## config.mk

```make
export PLATFORM = sky130hd
export DESIGN_NAME = bsg_hstep
export DESIGN_NICKNAME = d
export VERILOG_FILES = /design/src/hdl/bsg_pkg.sv /design/src/hdl/bsg_hstep.sv
export SDC_FILE = /design/constraint.sdc
export NUM_CORES = 2
export LEC_CHECK = 0
export BUFFER_PORTS_ARGS = -buffer_cell sky130_fd_sc_hd__buf_4
export CAP_MARGIN = 20
export CORE_ASPECT_RATIO = 0.5
export CORE_UTILIZATION = 65
export CTS_BUF_LIST = sky130_fd_sc_hd__clkbuf_8
export DETAILED_ROUTE_END_ITERATION = 10
export HOLD_SLACK_MARGIN = 0.1
export PLACE_DENSITY = 0.89
export SLEW_MARGIN = 20
export SYNTH_ARGS = -nofsm -noshare
export SYNTH_HDL_FRONTEND = slang
export SYNTH_SLANG_ARGS = --single-unit
```

## constraint.sdc

```tcl
create_clock -name clk -period 22.7 [get_ports clk]
set_input_delay 2.27 -clock clk [delete_from_list [all_inputs] [get_ports clk]]
set_output_delay 2.27 -clock clk [all_outputs]
set_load 0.05 [all_outputs]
```

## src/hdl/bsg_pkg.sv

```systemverilog
// Shared types and constants of the bicubic sampler.
// Used by bsg_hstep and bicubic_sample_with_gradients_unit; no dependencies.
package bsg_pkg;

  localparam int PLANE_AW    = 16;
  localparam int PLANE_DEPTH = 1 << PLANE_AW;

  localparam int CFG_W     = 9;
  localparam int CFG_IDX_W = 1;

  localparam int QW    = 25;
  localparam int QFRAC = 16;
  localparam int CI_W  = QW - 1 - QFRAC;

  localparam int CFRAC = 12;
  localparam int WW    = 63;
  localparam int OW    = 48;

  localparam int DEF_MAX_WIDTH   = 256;
  localparam int DEF_MAX_HEIGHT  = 256;
  localparam int DEF_SAMPLE_BITS = 24;

  localparam logic [CFG_IDX_W-1:0] REG_WIDTH  = 1'b0;
  localparam logic [CFG_IDX_W-1:0] REG_HEIGHT = 1'b1;

  localparam logic REQ_WRITE = 1'b0;
  localparam logic REQ_QUERY = 1'b1;

  localparam logic [CFG_W-1:0] SIZE_RESET = 9'd256;
  localparam logic [CFG_W-1:0] MIN_SIZE   = 9'd2;

  typedef logic signed [WW-1:0] wword_t;
  typedef logic signed [QW-1:0] qword_t;

  localparam wword_t W_MAX   = {1'b0, {(WW - 1){1'b1}}};
  localparam wword_t W_MIN   = {1'b1, {(WW - 1){1'b0}}};
  localparam wword_t OUT_MAX = {{(WW - OW + 1){1'b0}}, {(OW - 1){1'b1}}};
  localparam wword_t OUT_MIN = {{(WW - OW + 1){1'b1}}, {(OW - 1){1'b0}}};

  typedef struct packed {
    wword_t ca;
    wword_t cb;
    qword_t x;
  } hside_t;

endpackage

```

## src/hdl/bsg_hstep.sv

```systemverilog
// One Horner step: y = sat(round(r * s / 2^16) + c), three register stages.
// Carries s and a sideband bundle along with the same latency. Uses bsg_pkg.
module bsg_hstep (
  input  logic             clk,
  input  bsg_pkg::wword_t  r,
  input  bsg_pkg::wword_t  c,
  input  bsg_pkg::qword_t  s,
  input  bsg_pkg::hside_t  side_in,
  output bsg_pkg::wword_t  y,
  output bsg_pkg::qword_t  s_out,
  output bsg_pkg::hside_t  side_out
);

  localparam int LO_W = 32;
  localparam int PL_W = LO_W + 1 + bsg_pkg::QW;
  localparam int PH_W = bsg_pkg::WW - LO_W + bsg_pkg::QW;
  localparam int RS_W = PH_W + bsg_pkg::QFRAC + 1;
  localparam logic signed [PL_W-1:0] HALF = PL_W'(1) <<< (bsg_pkg::QFRAC - 1);

  logic signed [PL_W-1:0]       pl;
  logic signed [PH_W-1:0]       ph;
  logic signed [PL_W-1:0]       pl_rnd;
  logic signed [RS_W-1:0]       rnd;
  logic signed [bsg_pkg::WW:0]  sum;
  bsg_pkg::wword_t              c1, c2, w2;
  bsg_pkg::qword_t              s1, s2;
  bsg_pkg::hside_t              side1, side2;

  always_comb begin
    pl_rnd = pl + HALF;
    rnd    = (RS_W'(ph) <<< bsg_pkg::QFRAC) + RS_W'(pl_rnd >>> bsg_pkg::QFRAC);
    sum    = (bsg_pkg::WW + 1)'(w2) + (bsg_pkg::WW + 1)'(c2);
  end

  always_ff @(posedge clk) begin
    pl    <= PL_W'($signed({1'b0, r[LO_W-1:0]})) * PL_W'(s);
    ph    <= PH_W'($signed(r[bsg_pkg::WW-1:LO_W])) * PH_W'(s);
    c1    <= c;
    s1    <= s;
    side1 <= side_in;

    if (rnd > RS_W'(bsg_pkg::W_MAX)) begin
      w2 <= bsg_pkg::W_MAX;
    end else if (rnd < RS_W'(bsg_pkg::W_MIN)) begin
      w2 <= bsg_pkg::W_MIN;
    end else begin
      w2 <= $signed(rnd[bsg_pkg::WW-1:0]);
    end
    c2    <= c1;
    s2    <= s1;
    side2 <= side1;

    if (sum > (bsg_pkg::WW + 1)'(bsg_pkg::W_MAX)) begin
      y <= bsg_pkg::W_MAX;
    end else if (sum < (bsg_pkg::WW + 1)'(bsg_pkg::W_MIN)) begin
      y <= bsg_pkg::W_MIN;
    end else begin
      y <= $signed(sum[bsg_pkg::WW-1:0]);
    end
    s_out    <= s2;
    side_out <= side2;
  end

endmodule

```

==> impl_metrics.ini <==
[status]
outcome = finished, final reports clean

[setup_path]
critPathCaptureType = flop
start_kind = primary input
crit_type = primary input to flop
cp_max_fo = 34
slowest_delay_ns = 0.66
slowest_stage = fa_1
crit_top_cell = fa_1
cp_data_required_time_ns = 23.34
arrival_ns = 10.38

[timing]
finalCritPeriodShare = 0.429
slew_headroom = 0.285
fmaxAchievable_ghz = 0.103
skew_ns = 0.131
setup_viol = 0
hold_viol_final = 0
fin_crit_ns = 9.75
slew_viol_final = 0
setup_tns_ns = 0
worst_slew_pin_slew_ns = 1.07
rsz0062_at_grt = false

[clock_network]
path_clk_slew_ns = 0.07
worstSkewPairLatency_ns = 0.83
cts.path.max_buffers = 3
cts_max_level = 3
cts_buffers = 117
post_cts_buffers = 0
postCtsHoldBufs = 0
cts_tree = built
root_buffer = clkbuf_8
cts_resized = 0
clkSinkCount = 879

[place]
dp.cells = 9718
gp_congestion = 0.985
place_hpwl_mm = 167
portBuffers = 541

[floorplan]
start_util = 0.662
row_count = 89
dieHeight_um = 248
core_sq_um = 119000
io_pins = 542
die_area_sq_um = 123000
die_w_um = 494

[drt]
viasPerCell = 5.78
drc = 0
drt_iter0_markers = 5355
wl_per_cell_um = 22.5
antenna_left = 0
wl_mm = 224
first_pass_iters = 8
vias = 57400

[synth]
yosysWarningCount = 0
synth-async-reset-ratio = 0
synth_area_leaders = fa_1 38%, dfxtp_1 22%, ha_1 7.9%
synthCells = 7929
ys_types = 78
netlist_area_sq_um = 78800
syn-num-nets = 10200
synth.top_cell.area_share = 0.377
ys_seq_area_frac = 0.223
synth_edf_count = 0
ys.flop_type = dfxtp_1
syn_avg_cell_area_sq_um = 9.94
yosys.area.top_type = fa_1
synth-seq-cells = 879

[global_routing]
gr-total-overflow = 0
grt_max_degree = 65
grt_pass1_wl_mm = 343
antenna_found_initial = 17
grtUsageTotal = 0.369
grt_pass1_vias = 62400

[finish]
drive_gt1_frac = 0.102
fill_cells = 7890
layout.nets = 10500
final_core_util = 0.725
area_delta_synth_final_pct = 9.56
fin_cells = 9935

[flow_run]
drv_cap = 0

[min_path]
hold_path.class = flop to flop
worst max-delay path: cells and delay by family:
kind | cells | cell delay, ns
buffers and inverters | 5 | 1.21
and+or+nand+nor | 2 | 0.28
adders and majority gates | 8 | 4.29
AOI/OAI and AO/OA | 10 | 2.24
cell usage in the layout (no fill, tap or decap), drive strengths merged, types with 86 or more instances in the layout:
cell / count
nor2: 183
buf: 566
xnor2: 154
and2: 800
clkbuf: 147
ha: 496
xor2: 86
dfxtp: 879
fa: 1484
nand2: 877
a21oi: 247
o21ai: 191
inv: 1537
a21o: 113
state kept, by name, indices dropped and copies added, names as in the netlist:
register	flops
s2	25
w2	63
c2	63
s1	25
side2	151
ph	56
y	63
c1	63
side1	151
side_out	151
s_out	25
pl	43
area by class of cell:
| cell class | instances | area, sq um | share of cell area |
|---|---|---|---|
| Antenna cell | 7 | 17.5 | 0.000203 |
| Clock buffer | 147 | 2020 | 0.0234 |
| Clock inverter | 63 | 691 | 0.00800 |
| Inverter | 1510 | 5670 | 0.0656 |
| Multi-Input combinational cell | 5171 | 54100 | 0.627 |
| Sequential cell | 879 | 17600 | 0.204 |
| Tap cell | 1592 | 1990 | 0.0231 |
| Timing Repair Buffer | 566 | 4250 | 0.0492 |
metal layers:
metal  global-route usage  up-vias  share of wire
li1                     -    24500              -
met1                0.424    28300           0.34
met2                0.600     3607           0.46
met3                0.145     1002           0.14
met4                0.192       14          0.060
met5                    0        -         0.0010
cells in the mapped netlist, drive strengths merged (6+ instances only):
| cell type | number |
|---|---|
| ha | 496 |
| and2 | 800 |
| nor3 | 29 |
| o211ai | 23 |
| maj3 | 8 |
| and3 | 42 |
| fa | 1484 |
| o22ai | 6 |
| nor2b | 28 |
| o21a | 20 |
| buf | 24 |
| or3 | 8 |
| a31oi | 26 |
| a21boi | 8 |
| xor2 | 86 |
| nand4 | 42 |
| a21oi | 247 |
| nand3 | 57 |
| dfxtp | 879 |
| nor4 | 7 |
| o31ai | 12 |
| a221oi | 7 |
| o21bai | 39 |
| nor2 | 183 |
| and4 | 10 |
| xnor2 | 154 |
| clkbuf | 345 |
| nand2 | 877 |
| nand2b | 44 |
| a21o | 113 |
| a311oi | 7 |
| o21ai | 191 |
| or2 | 14 |
| inv | 1510 |
| a211oi | 30 |
final timing paths:
check	start	end	slack (ns)	cells after the start
hold reg to reg	c1[49]	c2[49]	0.27	0
hold / removal	c1[49]	c2[49]	0.27	0
setup / recovery	s[19]	ph[54]	12.95	25
setup reg to reg	pl[15]	w2[1]	15.20	21
metrics by stage:
stage / worst slack, ns / hold slack (ns) / instance area (sq um)
floorplan: 13.43 / 0.310 / 78800
global placement: 12.46 / 0.310 / 83600
detailed placement: 12.33 / 0.312 / 83600
CTS: 13.15 / 0.282 / 86300
global route: 12.62 / 0.280 / 86300
finish: 12.95 / 0.271 / 86300
cell families (layout without fill, tap and decap cells):
logic type      count (synthesis)  after routing  share of synthesized area
compound gates                787            787                     0.0659
xor+xnor                      240            240                     0.0267
fa+ha+maj                    1988           1988                      0.457
buf+inv                      1879           2286                     0.0905
flops                         879            879                      0.223
mux                             4              4                   0.000508
other cells                     0              7                          0
simple gates                 2152           2152                      0.136
Power is not shown: default switching activity piles up to over one toggle a cycle in this logic, so the estimate is an artifact.
